[config.mk]
export PLATFORM = sky130hd
export DESIGN_NAME = sha256_byte_stream_hasher_unit
export DESIGN_NICKNAME = d
export VERILOG_FILES = /design/src/hdl/shabh_pkg.sv /design/src/hdl/shabh_ctrl.sv /design/src/hdl/shabh_datapath.sv /design/src/hdl/sha256_byte_stream_hasher_unit.sv
export VERILOG_INCLUDE_DIRS = /design/src /design/src/hdl
export SDC_FILE = /design/constraint.sdc
export NUM_CORES = 2
export LEC_CHECK = 0
export BUFFER_PORTS_ARGS = -buffer_cell sky130_fd_sc_hd__buf_2
export CORE_MARGIN = 3
export CORE_UTILIZATION = 40
export DETAILED_ROUTE_END_ITERATION = 10
export GPL_TIMING_DRIVEN = 0
export REMOVE_ABC_BUFFERS = 1
export SYNTH_ARGS = -nofsm -noshare
export SYNTH_HDL_FRONTEND = slang
export SYNTH_SLANG_ARGS = --single-unit
[constraint.sdc]
create_clock -name clk -period 19.8 [get_ports clk]
set_clock_uncertainty 0.05 [all_clocks]
set_input_delay 1.98 -clock clk [delete_from_list [all_inputs] [get_ports clk]]
set_output_delay 1.98 -clock clk [all_outputs]
set_load 0.01 [all_outputs]
[src/hdl/assert_macros.svh]
// ----------------------------------------------------------------------------
// Assertion macros
// Shared concurrent assertion forms for the SHA-256 byte stream hasher.
// ----------------------------------------------------------------------------
`ifndef ASSERT_MACROS_SVH
`define ASSERT_MACROS_SVH

// Checked on every rising edge outside of reset.
`define SHABH_ASSERT(name, clk, rst_n, prop, msg) \
    name: assert property (@(posedge clk) disable iff (!rst_n) (prop)) else $error(msg);

// Checked on every rising edge, reset included.
`define SHABH_ASSERT_ALWAYS(name, clk, prop, msg) \
    name: assert property (@(posedge clk) (prop)) else $error(msg);

`endif

[src/hdl/shabh_pkg.sv]
// ----------------------------------------------------------------------------
// SHA-256 byte stream hasher package
// Transaction types, controller/datapath interface types and SHA-256 constants.
// ----------------------------------------------------------------------------
`default_nettype none

package shabh_pkg;

    // One input transaction: a message byte and/or the end-of-message mark.
    typedef struct packed {
        logic [7:0] data_byte;
        logic       byte_valid;
        logic       end_of_message;
    } msg_item_t;

    // One output transaction: a digest word and its position.
    typedef struct packed {
        logic [31:0] digest_word;
        logic [2:0]  word_index;
        logic        digest_last;
    } digest_item_t;

    // Commands from the controller to the datapath.
    typedef struct packed {
        logic       load_byte;
        logic       pad_byte;
        logic       pad_mark;
        logic       pad_len_ok;
        logic       latch_len;
        logic       start_blk;
        logic       round_en;
        logic [5:0] round_idx;
        logic       update;
        logic       add_bits;
        logic       emit;
        logic [2:0] word_idx;
        logic       restart;
    } shabh_cmd_t;

    // Status from the datapath to the controller.
    typedef struct packed {
        logic [5:0] fill;
        logic       out_free;
    } shabh_status_t;

    localparam logic [5:0]  LastFill     = 6'd63;
    localparam logic [5:0]  LastRound    = 6'd63;
    localparam logic [5:0]  LengthPos    = 6'd56;
    localparam logic [2:0]  LastWord     = 3'd7;
    localparam logic [7:0]  PadMark      = 8'h80;
    localparam logic [63:0] BlockBits    = 64'd512;

    localparam logic [31:0] RoundK [64] = '{
        32'h428a2f98, 32'h71374491, 32'hb5c0fbcf, 32'he9b5dba5,
        32'h3956c25b, 32'h59f111f1, 32'h923f82a4, 32'hab1c5ed5,
        32'hd807aa98, 32'h12835b01, 32'h243185be, 32'h550c7dc3,
        32'h72be5d74, 32'h80deb1fe, 32'h9bdc06a7, 32'hc19bf174,
        32'he49b69c1, 32'hefbe4786, 32'h0fc19dc6, 32'h240ca1cc,
        32'h2de92c6f, 32'h4a7484aa, 32'h5cb0a9dc, 32'h76f988da,
        32'h983e5152, 32'ha831c66d, 32'hb00327c8, 32'hbf597fc7,
        32'hc6e00bf3, 32'hd5a79147, 32'h06ca6351, 32'h14292967,
        32'h27b70a85, 32'h2e1b2138, 32'h4d2c6dfc, 32'h53380d13,
        32'h650a7354, 32'h766a0abb, 32'h81c2c92e, 32'h92722c85,
        32'ha2bfe8a1, 32'ha81a664b, 32'hc24b8b70, 32'hc76c51a3,
        32'hd192e819, 32'hd6990624, 32'hf40e3585, 32'h106aa070,
        32'h19a4c116, 32'h1e376c08, 32'h2748774c, 32'h34b0bcb5,
        32'h391c0cb3, 32'h4ed8aa4a, 32'h5b9cca4f, 32'h682e6ff3,
        32'h748f82ee, 32'h78a5636f, 32'h84c87814, 32'h8cc70208,
        32'h90befffa, 32'ha4506ceb, 32'hbef9a3f7, 32'hc67178f2
    };

    localparam logic [31:0] InitHash [8] = '{
        32'h6a09e667, 32'hbb67ae85, 32'h3c6ef372, 32'ha54ff53a,
        32'h510e527f, 32'h9b05688c, 32'h1f83d9ab, 32'h5be0cd19
    };

endpackage

`default_nettype wire

[src/hdl/shabh_ctrl.sv]
// ----------------------------------------------------------------------------
// SHA-256 hasher controller
// Sequences byte loading, padding, the 64 compression rounds and digest output.
// ----------------------------------------------------------------------------
`default_nettype none
`include "assert_macros.svh"

module shabh_ctrl (
    input  wire logic                    clk,
    input  wire logic                    rst_n,
    input  wire logic                    msg_valid,
    output logic                         msg_stall,
    input  wire shabh_pkg::msg_item_t    msg,
    input  wire shabh_pkg::shabh_status_t sts,
    output shabh_pkg::shabh_cmd_t        cmd
);
    import shabh_pkg::*;

    typedef enum logic [6:0] {
        S_IDLE   = 7'b0000001,
        S_PSTART = 7'b0000010,
        S_PAD    = 7'b0000100,
        S_LOAD   = 7'b0001000,
        S_ROUND  = 7'b0010000,
        S_UPDATE = 7'b0100000,
        S_EMIT   = 7'b1000000
    } state_t;

    state_t     state_reg, state_next;
    logic [5:0] round_reg, round_next;
    logic [2:0] word_reg, word_next;
    logic       pend_end_reg, pend_end_next;
    logic       pad_phase_reg, pad_phase_next;
    logic       final_reg, final_next;
    logic       first_reg, first_next;
    logic       accept;

    assign msg_stall = (state_reg != S_IDLE);
    assign accept    = msg_valid && (state_reg == S_IDLE);

    always_comb
    begin
        state_next     = state_reg;
        round_next     = round_reg;
        word_next      = word_reg;
        pend_end_next  = pend_end_reg;
        pad_phase_next = pad_phase_reg;
        final_next     = final_reg;
        first_next     = first_reg;
        cmd            = '0;
        cmd.round_idx  = round_reg;
        cmd.word_idx   = word_reg;
        cmd.pad_mark   = first_reg;
        cmd.pad_len_ok = final_reg;
        case (state_reg)
            S_IDLE:
            begin
                if (accept)
                begin
                    cmd.load_byte = msg.byte_valid;
                    pend_end_next = msg.end_of_message;
                    if (msg.byte_valid && (sts.fill == LastFill))
                    begin
                        state_next = S_LOAD;
                    end
                    else if (msg.end_of_message)
                    begin
                        state_next = S_PSTART;
                    end
                end
            end
            S_PSTART:
            begin
                // The length fits in this block only if the mark lands before it.
                cmd.latch_len  = 1'b1;
                pad_phase_next = 1'b1;
                final_next     = (sts.fill < LengthPos);
                first_next     = 1'b1;
                state_next     = S_PAD;
            end
            S_PAD:
            begin
                cmd.pad_byte = 1'b1;
                first_next   = 1'b0;
                if (sts.fill == LastFill)
                begin
                    state_next = S_LOAD;
                end
            end
            S_LOAD:
            begin
                cmd.start_blk = 1'b1;
                round_next    = '0;
                state_next    = S_ROUND;
            end
            S_ROUND:
            begin
                cmd.round_en = 1'b1;
                round_next   = round_reg + 6'd1;
                if (round_reg == LastRound)
                begin
                    state_next = S_UPDATE;
                end
            end
            S_UPDATE:
            begin
                cmd.update   = 1'b1;
                cmd.add_bits = !pad_phase_reg;
                if (!pend_end_reg)
                begin
                    state_next = S_IDLE;
                end
                else if (!pad_phase_reg)
                begin
                    state_next = S_PSTART;
                end
                else if (final_reg)
                begin
                    word_next  = '0;
                    state_next = S_EMIT;
                end
                else
                begin
                    // The mark overflowed into an extra block; it carries the length.
                    final_next = 1'b1;
                    state_next = S_PAD;
                end
            end
            S_EMIT:
            begin
                if (sts.out_free)
                begin
                    cmd.emit  = 1'b1;
                    word_next = word_reg + 3'd1;
                    if (word_reg == LastWord)
                    begin
                        cmd.restart    = 1'b1;
                        pend_end_next  = 1'b0;
                        pad_phase_next = 1'b0;
                        state_next     = S_IDLE;
                    end
                end
            end
            default:
            begin
                state_next = S_IDLE;
            end
        endcase
    end

    always_ff @(posedge clk or negedge rst_n)
    begin
        if (!rst_n)
        begin
            state_reg     <= S_IDLE;
            round_reg     <= '0;
            word_reg      <= '0;
            pend_end_reg  <= 1'b0;
            pad_phase_reg <= 1'b0;
            final_reg     <= 1'b0;
            first_reg     <= 1'b0;
        end
        else
        begin
            state_reg     <= state_next;
            round_reg     <= round_next;
            word_reg      <= word_next;
            pend_end_reg  <= pend_end_next;
            pad_phase_reg <= pad_phase_next;
            final_reg     <= final_next;
            first_reg     <= first_next;
        end
    end

    `SHABH_ASSERT(a_emit_needs_room, clk, rst_n, cmd.emit |-> sts.out_free, "digest word issued into a busy output register")
    `SHABH_ASSERT(a_round_end, clk, rst_n, (state_reg == S_ROUND && round_reg == LastRound) |=> (state_reg == S_UPDATE), "compression did not end after the last round")
    `SHABH_ASSERT(a_last_word_idle, clk, rst_n, (cmd.emit && word_reg == LastWord) |=> (state_reg == S_IDLE && !pend_end_reg), "controller did not return to idle after the last digest word")

endmodule

`default_nettype wire

[src/hdl/shabh_datapath.sv]
// ----------------------------------------------------------------------------
// SHA-256 hasher datapath
// Block buffer, message schedule window, round unit, chaining value and output.
// ----------------------------------------------------------------------------
`default_nettype none
`include "assert_macros.svh"

module shabh_datapath (
    input  wire logic                     clk,
    input  wire logic                     rst_n,
    input  wire shabh_pkg::msg_item_t     msg,
    input  wire shabh_pkg::shabh_cmd_t    cmd,
    output shabh_pkg::shabh_status_t      sts,
    output logic                          dig_valid,
    input  wire logic                     dig_stall,
    output shabh_pkg::digest_item_t       dig
);
    import shabh_pkg::*;

    function automatic logic [31:0] big_sigma0(input logic [31:0] x);
        big_sigma0 = {x[1:0], x[31:2]} ^ {x[12:0], x[31:13]} ^ {x[21:0], x[31:22]};
    endfunction

    function automatic logic [31:0] big_sigma1(input logic [31:0] x);
        big_sigma1 = {x[5:0], x[31:6]} ^ {x[10:0], x[31:11]} ^ {x[24:0], x[31:25]};
    endfunction

    function automatic logic [31:0] small_sigma0(input logic [31:0] x);
        small_sigma0 = {x[6:0], x[31:7]} ^ {x[17:0], x[31:18]} ^ {3'b000, x[31:3]};
    endfunction

    function automatic logic [31:0] small_sigma1(input logic [31:0] x);
        small_sigma1 = {x[16:0], x[31:17]} ^ {x[18:0], x[31:19]} ^ {10'd0, x[31:10]};
    endfunction

    logic [31:0]  buf_reg   [16];
    logic [31:0]  win_reg   [16];
    logic [31:0]  vars_reg  [8];
    logic [31:0]  chain_reg [8];
    logic [5:0]   fill_reg;
    logic [63:0]  bits_reg;
    logic [63:0]  len_reg;
    logic         dig_valid_reg;
    digest_item_t dig_reg;

    logic [7:0]   len_byte;
    logic [7:0]   wr_byte;
    logic [31:0]  wr_word;
    logic         wr_en;
    logic [31:0]  w_new;
    logic [31:0]  t1;
    logic [31:0]  t2;
    logic [31:0]  ch;
    logic [31:0]  maj;
    logic         out_free;

    assign out_free     = !dig_valid_reg || !dig_stall;
    assign sts.fill     = fill_reg;
    assign sts.out_free = out_free;
    assign dig_valid    = dig_valid_reg;
    assign dig          = dig_reg;

    // Length bytes go out most significant first at positions 56 to 63.
    always_comb
    begin
        case (fill_reg[2:0])
            3'd0:    len_byte = len_reg[63:56];
            3'd1:    len_byte = len_reg[55:48];
            3'd2:    len_byte = len_reg[47:40];
            3'd3:    len_byte = len_reg[39:32];
            3'd4:    len_byte = len_reg[31:24];
            3'd5:    len_byte = len_reg[23:16];
            3'd6:    len_byte = len_reg[15:8];
            default: len_byte = len_reg[7:0];
        endcase
    end

    always_comb
    begin
        wr_en   = cmd.load_byte || cmd.pad_byte;
        wr_byte = 8'd0;
        if (cmd.load_byte)
        begin
            wr_byte = msg.data_byte;
        end
        else if (cmd.pad_mark)
        begin
            wr_byte = PadMark;
        end
        else if (cmd.pad_len_ok && (fill_reg >= LengthPos))
        begin
            wr_byte = len_byte;
        end
        wr_word = buf_reg[fill_reg[5:2]];
        case (fill_reg[1:0])
            2'd0:    wr_word[31:24] = wr_byte;
            2'd1:    wr_word[23:16] = wr_byte;
            2'd2:    wr_word[15:8]  = wr_byte;
            default: wr_word[7:0]   = wr_byte;
        endcase
    end

    always_comb
    begin
        w_new = small_sigma1(win_reg[14]) + win_reg[9] + small_sigma0(win_reg[1]) + win_reg[0];
        ch    = (vars_reg[4] & vars_reg[5]) ^ (~vars_reg[4] & vars_reg[6]);
        maj   = (vars_reg[0] & vars_reg[1]) ^ (vars_reg[0] & vars_reg[2])
              ^ (vars_reg[1] & vars_reg[2]);
        t1    = vars_reg[7] + big_sigma1(vars_reg[4]) + ch + RoundK[cmd.round_idx] + win_reg[0];
        t2    = big_sigma0(vars_reg[0]) + maj;
    end

    // Payload storage: buffer, schedule window and working variables.
    always_ff @(posedge clk)
    begin
        if (wr_en)
        begin
            buf_reg[fill_reg[5:2]] <= wr_word;
        end
        if (cmd.start_blk)
        begin
            for (int i = 0; i < 16; i++)
            begin
                win_reg[i] <= buf_reg[i];
            end
            for (int i = 0; i < 8; i++)
            begin
                vars_reg[i] <= chain_reg[i];
            end
        end
        else if (cmd.round_en)
        begin
            for (int i = 0; i < 15; i++)
            begin
                win_reg[i] <= win_reg[i + 1];
            end
            win_reg[15]  <= w_new;
            vars_reg[7]  <= vars_reg[6];
            vars_reg[6]  <= vars_reg[5];
            vars_reg[5]  <= vars_reg[4];
            vars_reg[4]  <= vars_reg[3] + t1;
            vars_reg[3]  <= vars_reg[2];
            vars_reg[2]  <= vars_reg[1];
            vars_reg[1]  <= vars_reg[0];
            vars_reg[0]  <= t1 + t2;
        end
        if (cmd.latch_len)
        begin
            len_reg <= bits_reg + {55'd0, fill_reg, 3'b000};
        end
        if (cmd.emit)
        begin
            dig_reg.digest_word <= chain_reg[cmd.word_idx];
            dig_reg.word_index  <= cmd.word_idx;
            dig_reg.digest_last <= (cmd.word_idx == LastWord);
        end
    end

    always_ff @(posedge clk or negedge rst_n)
    begin
        if (!rst_n)
        begin
            fill_reg      <= '0;
            bits_reg      <= '0;
            dig_valid_reg <= 1'b0;
            for (int i = 0; i < 8; i++)
            begin
                chain_reg[i] <= InitHash[i];
            end
        end
        else
        begin
            if (wr_en)
            begin
                fill_reg <= fill_reg + 6'd1;
            end
            if (cmd.update)
            begin
                for (int i = 0; i < 8; i++)
                begin
                    chain_reg[i] <= chain_reg[i] + vars_reg[i];
                end
                if (cmd.add_bits)
                begin
                    bits_reg <= bits_reg + BlockBits;
                end
            end
            else if (cmd.restart)
            begin
                fill_reg <= '0;
                bits_reg <= '0;
                for (int i = 0; i < 8; i++)
                begin
                    chain_reg[i] <= InitHash[i];
                end
            end
            if (cmd.emit)
            begin
                dig_valid_reg <= 1'b1;
            end
            else if (!dig_stall)
            begin
                dig_valid_reg <= 1'b0;
            end
        end
    end

    `SHABH_ASSERT(a_update_at_block_start, clk, rst_n, cmd.update |-> (fill_reg == 6'd0), "chaining update while the block buffer is partly filled")
    `SHABH_ASSERT(a_restart_clears, clk, rst_n, cmd.restart |=> (fill_reg == 6'd0 && bits_reg == 64'd0 && chain_reg[0] == InitHash[0]), "hash state not restored after the digest")
    `SHABH_ASSERT(a_dig_hold, clk, rst_n,
        (dig_valid_reg && dig_stall) |=> (dig_valid_reg && $stable(dig_reg)),
        "stalled digest transaction changed")

endmodule

`default_nettype wire

[src/hdl/sha256_byte_stream_hasher_unit.sv]
// ----------------------------------------------------------------------------
// SHA-256 byte stream hasher
// Hashes a byte stream with SHA-256 and returns the digest as eight words.
// ----------------------------------------------------------------------------
// Usage:
// The msg channel carries one transaction per message byte (byte_valid set),
// optionally with end_of_message set on the final one; an end-only transaction
// (byte_valid clear) closes the message, and on an empty one hashes the empty message.
// A transaction with neither flag set is accepted and has no effect.
// A byte that does not complete a 64-byte block is taken without a stall. The
// byte that completes a block starts the compression, which holds msg_stall
// high through the load, 64 rounds on one shared round unit and the chain
// update, so no further byte is taken until that block is compressed.
// After end_of_message the block writes padding one byte per cycle up to the
// block end, compresses, and may need a second padded block when fewer than
// nine bytes of room remained; the first digest word appears on the dig
// channel after the last padded block is compressed.
// The eight digest transactions leave through one output register, word 0
// first; digest_last marks word 7. A stall on dig holds the current word and
// pauses the emission, while the last word may still wait in the output
// register as the next message begins. Reset clears the message state and
// loads the SHA-256 initial hash value; no digest is pending after reset.
// ----------------------------------------------------------------------------
`default_nettype none

module sha256_byte_stream_hasher_unit (
    input  wire logic                   clk,
    input  wire logic                   rst_n,
    input  wire logic                   msg_valid,
    output logic                        msg_stall,
    input  wire shabh_pkg::msg_item_t   msg,
    output logic                        dig_valid,
    input  wire logic                   dig_stall,
    output shabh_pkg::digest_item_t     dig
);
    import shabh_pkg::*;

    shabh_cmd_t    cmd;
    shabh_status_t sts;

    // The controller owns the sequencing; the datapath owns all hash state.
    shabh_ctrl u_ctrl (
        .clk       (clk),
        .rst_n     (rst_n),
        .msg_valid (msg_valid),
        .msg_stall (msg_stall),
        .msg       (msg),
        .sts       (sts),
        .cmd       (cmd)
    );

    shabh_datapath u_datapath (
        .clk       (clk),
        .rst_n     (rst_n),
        .msg       (msg),
        .cmd       (cmd),
        .sts       (sts),
        .dig_valid (dig_valid),
        .dig_stall (dig_stall),
        .dig       (dig)
    );

endmodule

`default_nettype wire
# After elaboration in Yosys (flattened, before gate mapping)
# Memory sizes are Yosys's and may differ from the RTL's.
# Cells that the tools add are included.
[word_totals]
reg_bits = 447
ram_bits = 1280
romBits = 2048
input_bits = 14
output_inout_bits = 38
elab_cells = 250
mem_count = 4
[classes]
addsub = 23
magnitude_cmp = 4
n_eq_ne = 34
mux = 92
bitwise = 43
n_reduce_logical = 28
[memory_table]
columns = ["name", "depth", "width", "rd", "rd_clocked_by_memory_dff", "write_ports", "line_no", "rtl"]
rows = [
  ["(no name shown)", 64, 32, 1, 0, 0, "shabh_datapath.sv:109", "t1 = vars_reg[7] + big_sigma1(vars_reg[4]) + ch + RoundK[cmd.round_idx] + win_reg[0];"],
  ["u_datapath.buf_reg", 16, 32, 16, 0, 1, "shabh_datapath.sv:36", "logic [31:0] buf_reg [16];"],
  ["u_datapath.win_reg", 16, 32, 16, 0, 16, "shabh_datapath.sv:37", "logic [31:0] win_reg [16];"],
  ["u_datapath.vars_reg", 8, 32, 8, 0, 8, "shabh_datapath.sv:38", "logic [31:0] vars_reg [8];"],
]
[op_table]
columns = ["op", "n"]
rows = [
  ["$mux 32", 28],
  ["$add 32x32->32", 18],
  ["$mux 256", 2],
  ["$xor 32x32->32", 9],
  ["$mux 64", 3],
  ["$and 32x32->32", 5],
  ["$bmux 32 s3", 1],
  ["$mux 7", 10],
  ["$add 64x10->64 const B", 1],
  ["$add 64x9->64", 1],
  ["$mux 8", 7],
  ["$pmux 8 s7", 1],
  ["$pmux 7 s7", 1],
  ["$not 32->32", 1],
  ["$xor 32x22->32", 1],
  ["$xor 32x29->32", 1],
  ["$mux 1", 25],
  ["$or 1x1->1", 24],
  ["$mux 6", 3],
  ["$ne 2x1->1 const B", 9],
  ["$reduce_bool 2->1", 7],
  ["$add 6x1->6 const B", 2],
  ["$eq 3x3->1 const B", 4],
  ["$eq 6x6->1 const B", 2],
  ["other kinds (38)", 58],
]

# Logic depth before layout (Yosys ltp)
[depth]
depth_word = 8
ltp_mapped = 39
mapped_depth_nobuf = 38

# By module
# From an unflattened synthesis, not the netlist that was laid out.
[hier_totals]
cells_unflattened = 8770
area_unflattened_um2 = 95113.7
[by_module_without_submodules]
columns = ["module", "instances", "cells_per_inst", "area_each_um2", "seq_area_each_um2"]
rows = [
  ["shabh_datapath", 1, 8644, 93972.6, 49477.5],
  ["shabh_ctrl", 1, 126, 1141.1, 501.7],
]

# Worst setup path before layout
# Ideal clock, no wire load.
[synth_timing]
kind = "register -> register"
startpoint = "reg u_ctrl.state_reg[1]"
endpoint = "reg u_ctrl.round_reg[1]"
setup_ns = 0.793
arrival_ns = 16.668
required_time_ns = 18.957
slack_ns = 2.290
stages_incl_launch_ff = 8
path_buffers = 1
period_less_slack_ns = 17.510
cell_sequence = "dfrtp_1 -> nor4_1 -> nor2b_1 -> and3b_1 -> clkbuf_1 -> nor2_1 -> inv_1 -> o21ai_0"
[synth_between]
elab_chain_cells = 2
elab_cells_between_ends = 4
classes_between = "2 x eq/ne; 1 x mux; 1 x reduce/logical"
[synth_lines]
columns = ["element", "line_no", "rtl"]
rows = [
  ["start, declared", "shabh_ctrl.sv:29", "state_t state_reg, state_next;"],
  ["start signal, assigned", "shabh_ctrl.sv:165", "state_reg <= state_next;"],
  ["$eq 7x5->1 or $eq 7x4->1 (tied branches)", "shabh_ctrl.sv:55", "case (state_reg)"],
  ["$pmux 6 s2 or $reduce_bool 2->1 (tied branches)", "--", ""],
  ["end signal, assigned", "shabh_ctrl.sv:166", "round_reg <= round_next;"],
  ["end, declared", "shabh_ctrl.sv:30", "logic [5:0] round_reg, round_next;"],
]
# Several ways; a longest one is shown, not always the timed one.
# A chain may end at the register's enable or synchronous reset.

==> flow_summary.json <==
{
  "yosysWarnings": 0,
  "synth_cell_types": 91,
  "htree_num_levels": 4,
  "cap_violations": 0,
  "ant_nets": 0,
  "cts_buffer_depth": 3,
  "clock_latency_ns": 0.89,
  "critPathTopFamily": "compound AO/OA/AOI/OAI gates",
  "grt_usage_pct": 23.16,
  "setup.worst_path.class": "reg -> reg",
  "synth_edf_count": 1377,
  "p_leak_nw": 41.49,
  "crit_fanout": 19,
  "overflow": 0,
  "syn_to_final_growth_pct": 12.07,
  "rsz0062_at_grt": "no",
  "placed_cell_area_um2": 99820,
  "cts_tree": "yes",
  "final_nets": 9517,
  "period_minus_slack_ns": 12.63,
  "routabilityCongestion": 0.9272,
  "worstReg2RegStart": "u_ctrl.round_reg[1]",
  "finalHoldViolCount": 0,
  "run_status": "finished, final reports clean",
  "synth_seq_cells": 1715,
  "synthCells": 9018,
  "mostFrequentLayoutCells": "2439 x nand2_1, 1377 x edfxtp_1, 506 x a21oi_1, 478 x o21ai_0, 407 x nor2_1",
  "cts_root_buf": "clkbuf_16",
  "clk_pin_slew_ns": 0.06,
  "start_util_pct": 40.41,
  "syn_avg_cell_area_um2": 10.48,
  "drt-vias-per-instance": 5.606,
  "slowest_delay_ns": 0.98,
  "drc": 0,
  "critPathBufInv": 4,
  "grt_pass1_vias": 66260,
  "antenna_found_initial": 5,
  "final.period_utilization_pct": 63.81,
  "core_area_um2": 233900,
  "drt_iter0_drc": 6920,
  "final_common_cell": "nand2_1",
  "num-fill-cells": 21640,
  "io_pins": 52,
  "vias": 68390,
  "numCtsBuffers": 183,
  "p_per_area_nw_per_um2": 168.5,
  "dr.pass1.iters": 8,
  "place_hpwl_mm": 206.7,
  "slew_violations": 0,
  "fp.dieH_um": 492.1,
  "wl_mm": 285.6,
  "hold_path.class": "reg -> reg",
  "cts_hold_buf": 0,
  "grt_pass1_wl_mm": 428.1,
  "holdCritStartpoint": "u_datapath.buf_reg[14][3]",
  "synthFlopType": "edfxtp_1",
  "cp.arrival_ns": 13.17,
  "die_w_um": 492.1,
  "finalSetupTns_ns": 0,
  "grt_max_degree": 131,
  "io_buffer_count": 51,
  "crit_top_cell": "o21ai_0",
  "max_slew_margin_pct": 5.348,
  "hold_ws_ns": 0.4115,
  "synth-seq-area-share_pct": 52.88,
  "required_ns": 20.34,
  "cp-end-kind": "flop",
  "cts_resized": 0,
  "post_drt_wl_per_cell_um": 23.41,
  "final_util_pct": 45.29,
  "cts.sink_count": 1715,
  "rows": 177,
  "setup_violations": 0,
  "slowest_stage": "ha_1",
  "synthArstFlopShare_pct": 19.71,
  "fmaxAchievable_mhz": 79.15,
  "die-area_um2": 242100,
  "startpoint_type": "flop",
  "drive_above_1_share_pct": 8.726,
  "cts_setup_buffers": 0,
  "worst_pin_slew_ns": 1.384,
  "syn_area_um2": 94510,
  "design_area_um2": 105900,
  "crit_start": "u_ctrl.round_reg[1]",
  "vdd_drop_max_mv": 0.3093
}
==> cells in the mapped netlist, types with 13 or more instances <==
library cell | n | share of area [%]
a31oi_1 | 51 | 0.34
o31ai_1 | 39 | 0.31
dfrtp_1 | 201 | 5.3
o21a_1 | 60 | 0.48
nor3_1 | 131 | 0.69
dfstp_2 | 137 | 3.8
a222oi_1 | 16 | 0.17
nand2b_1 | 43 | 0.28
mux2i_1 | 36 | 0.38
a21oi_1 | 507 | 2.7
or3_1 | 37 | 0.24
xnor2_1 | 371 | 3.4
a211o_1 | 26 | 0.24
a211oi_1 | 44 | 0.35
nand3_1 | 203 | 1.1
a21o_1 | 168 | 1.3
or2_2 | 17 | 0.11
o21bai_1 | 50 | 0.40
nand4_1 | 29 | 0.19
clkbuf_1 | 451 | 1.8
edfxtp_1 | 1377 | 44
nand2_1 | 2441 | 9.7
o21ai_0 | 486 | 2.6
nor2b_1 | 44 | 0.29
mux4_2 | 69 | 1.6
o311ai_0 | 18 | 0.17
xor2_1 | 220 | 2.0
ha_1 | 399 | 5.3
a311oi_1 | 17 | 0.16
a31o_2 | 13 | 0.12
and3_1 | 51 | 0.34
fa_1 | 195 | 4.1
maj3_1 | 21 | 0.22
inv_1 | 267 | 1.1
and2_1 | 22 | 0.15
o211ai_1 | 33 | 0.26
mux2_2 | 48 | 0.57
nor4_1 | 20 | 0.13
nor2_1 | 410 | 1.6
buf_1 | 28 | 0.11
==> final cells by class <==
cell class,count,area [um^2],share of cell area [%]
Sequential cell,1715,50000,47.20
Multi-Input combinational cell,6551,41850,39.51
Clock buffer,239,4920,4.645
Tap cell,3132,3919,3.700
Timing Repair Buffer,189,3069,2.898
Clock inverter,102,1141,1.077
Inverter,269,1017,0.9604
Antenna cell,3,7.507,0.007088
==> tightest hold or removal path, delay by kind of cell, from the launching register on <==
family	cells	cell delay [ns]
flip-flops	1	0.32
AND/OR/NAND/NOR	2	0.09
==> metal layers <==
| metal | routed length, um | GRT usage [%] | part of all wire [%] | up-vias |
|---|---|---|---|---|
| met4 | 8698 | 6.783 | 3.0 | 4 |
| li1 | - | - | - | 31510 |
| met1 | 124700 | 32.73 | 44 | 33940 |
| met2 | 130300 | 36.38 | 46 | 2471 |
| met3 | 21840 | 4.158 | 7.6 | 465 |
| met5 | 93 | 0.2579 | 0.033 | - |
==> stage by stage <==
| step | cells | setup WS (ns) | power (mW) |
|---|---|---|---|
| 6_report | 12200 | 7.165 | 17.84 |
| 5_1_grt | 12200 | 6.686 | 19.00 |
| 4_1_cts | 12200 | 7.486 | 17.75 |
| 3_5_place_dp | 11860 | 7.514 | 14.20 |
| 3_3_place_gp | 11720 | -25.67 | 14.33 |
| 2_1_floorplan | 8535 | -7.117 | 11.66 |
==> power by group <==
part	switching [mW]	internal (mW)
clock	1.54	1.92
sequential	0.406	4.43
combinational	5.76	3.79
total	7.71	10.1
==> path summary, 6_finish.rpt <==
path | end | slack (ns) | cells past startpoint
worst max register to register | u_datapath.vars_reg[0][31] | 7.17 | 36
max in group asynchronous | u_datapath.chain_reg[195] | 17.16 | 4
min in group asynchronous | u_datapath.chain_reg[127] | 1.12 | 2
worst min register to register | u_datapath.win_reg[0][451] | 0.41 | 2
worst min-delay path | u_datapath.win_reg[0][451] | 0.41 | 2
worst max-delay path | u_datapath.vars_reg[0][31] | 7.17 | 36
==> cells by family (layout without fill, tap and decap cells) <==
family,after synthesis,count (layout),share of synthesized area [%]
compound gates,1691,1691,11.12
xor+xnor,591,591,5.477
fa+ha+maj,615,615,9.635
buf+inv,752,799,2.992
flops,1715,1715,52.88
mux,154,154,2.613
other cells,0,3,0
simple gates,3500,3500,15.28
Power figures use the tool's default switching activity.
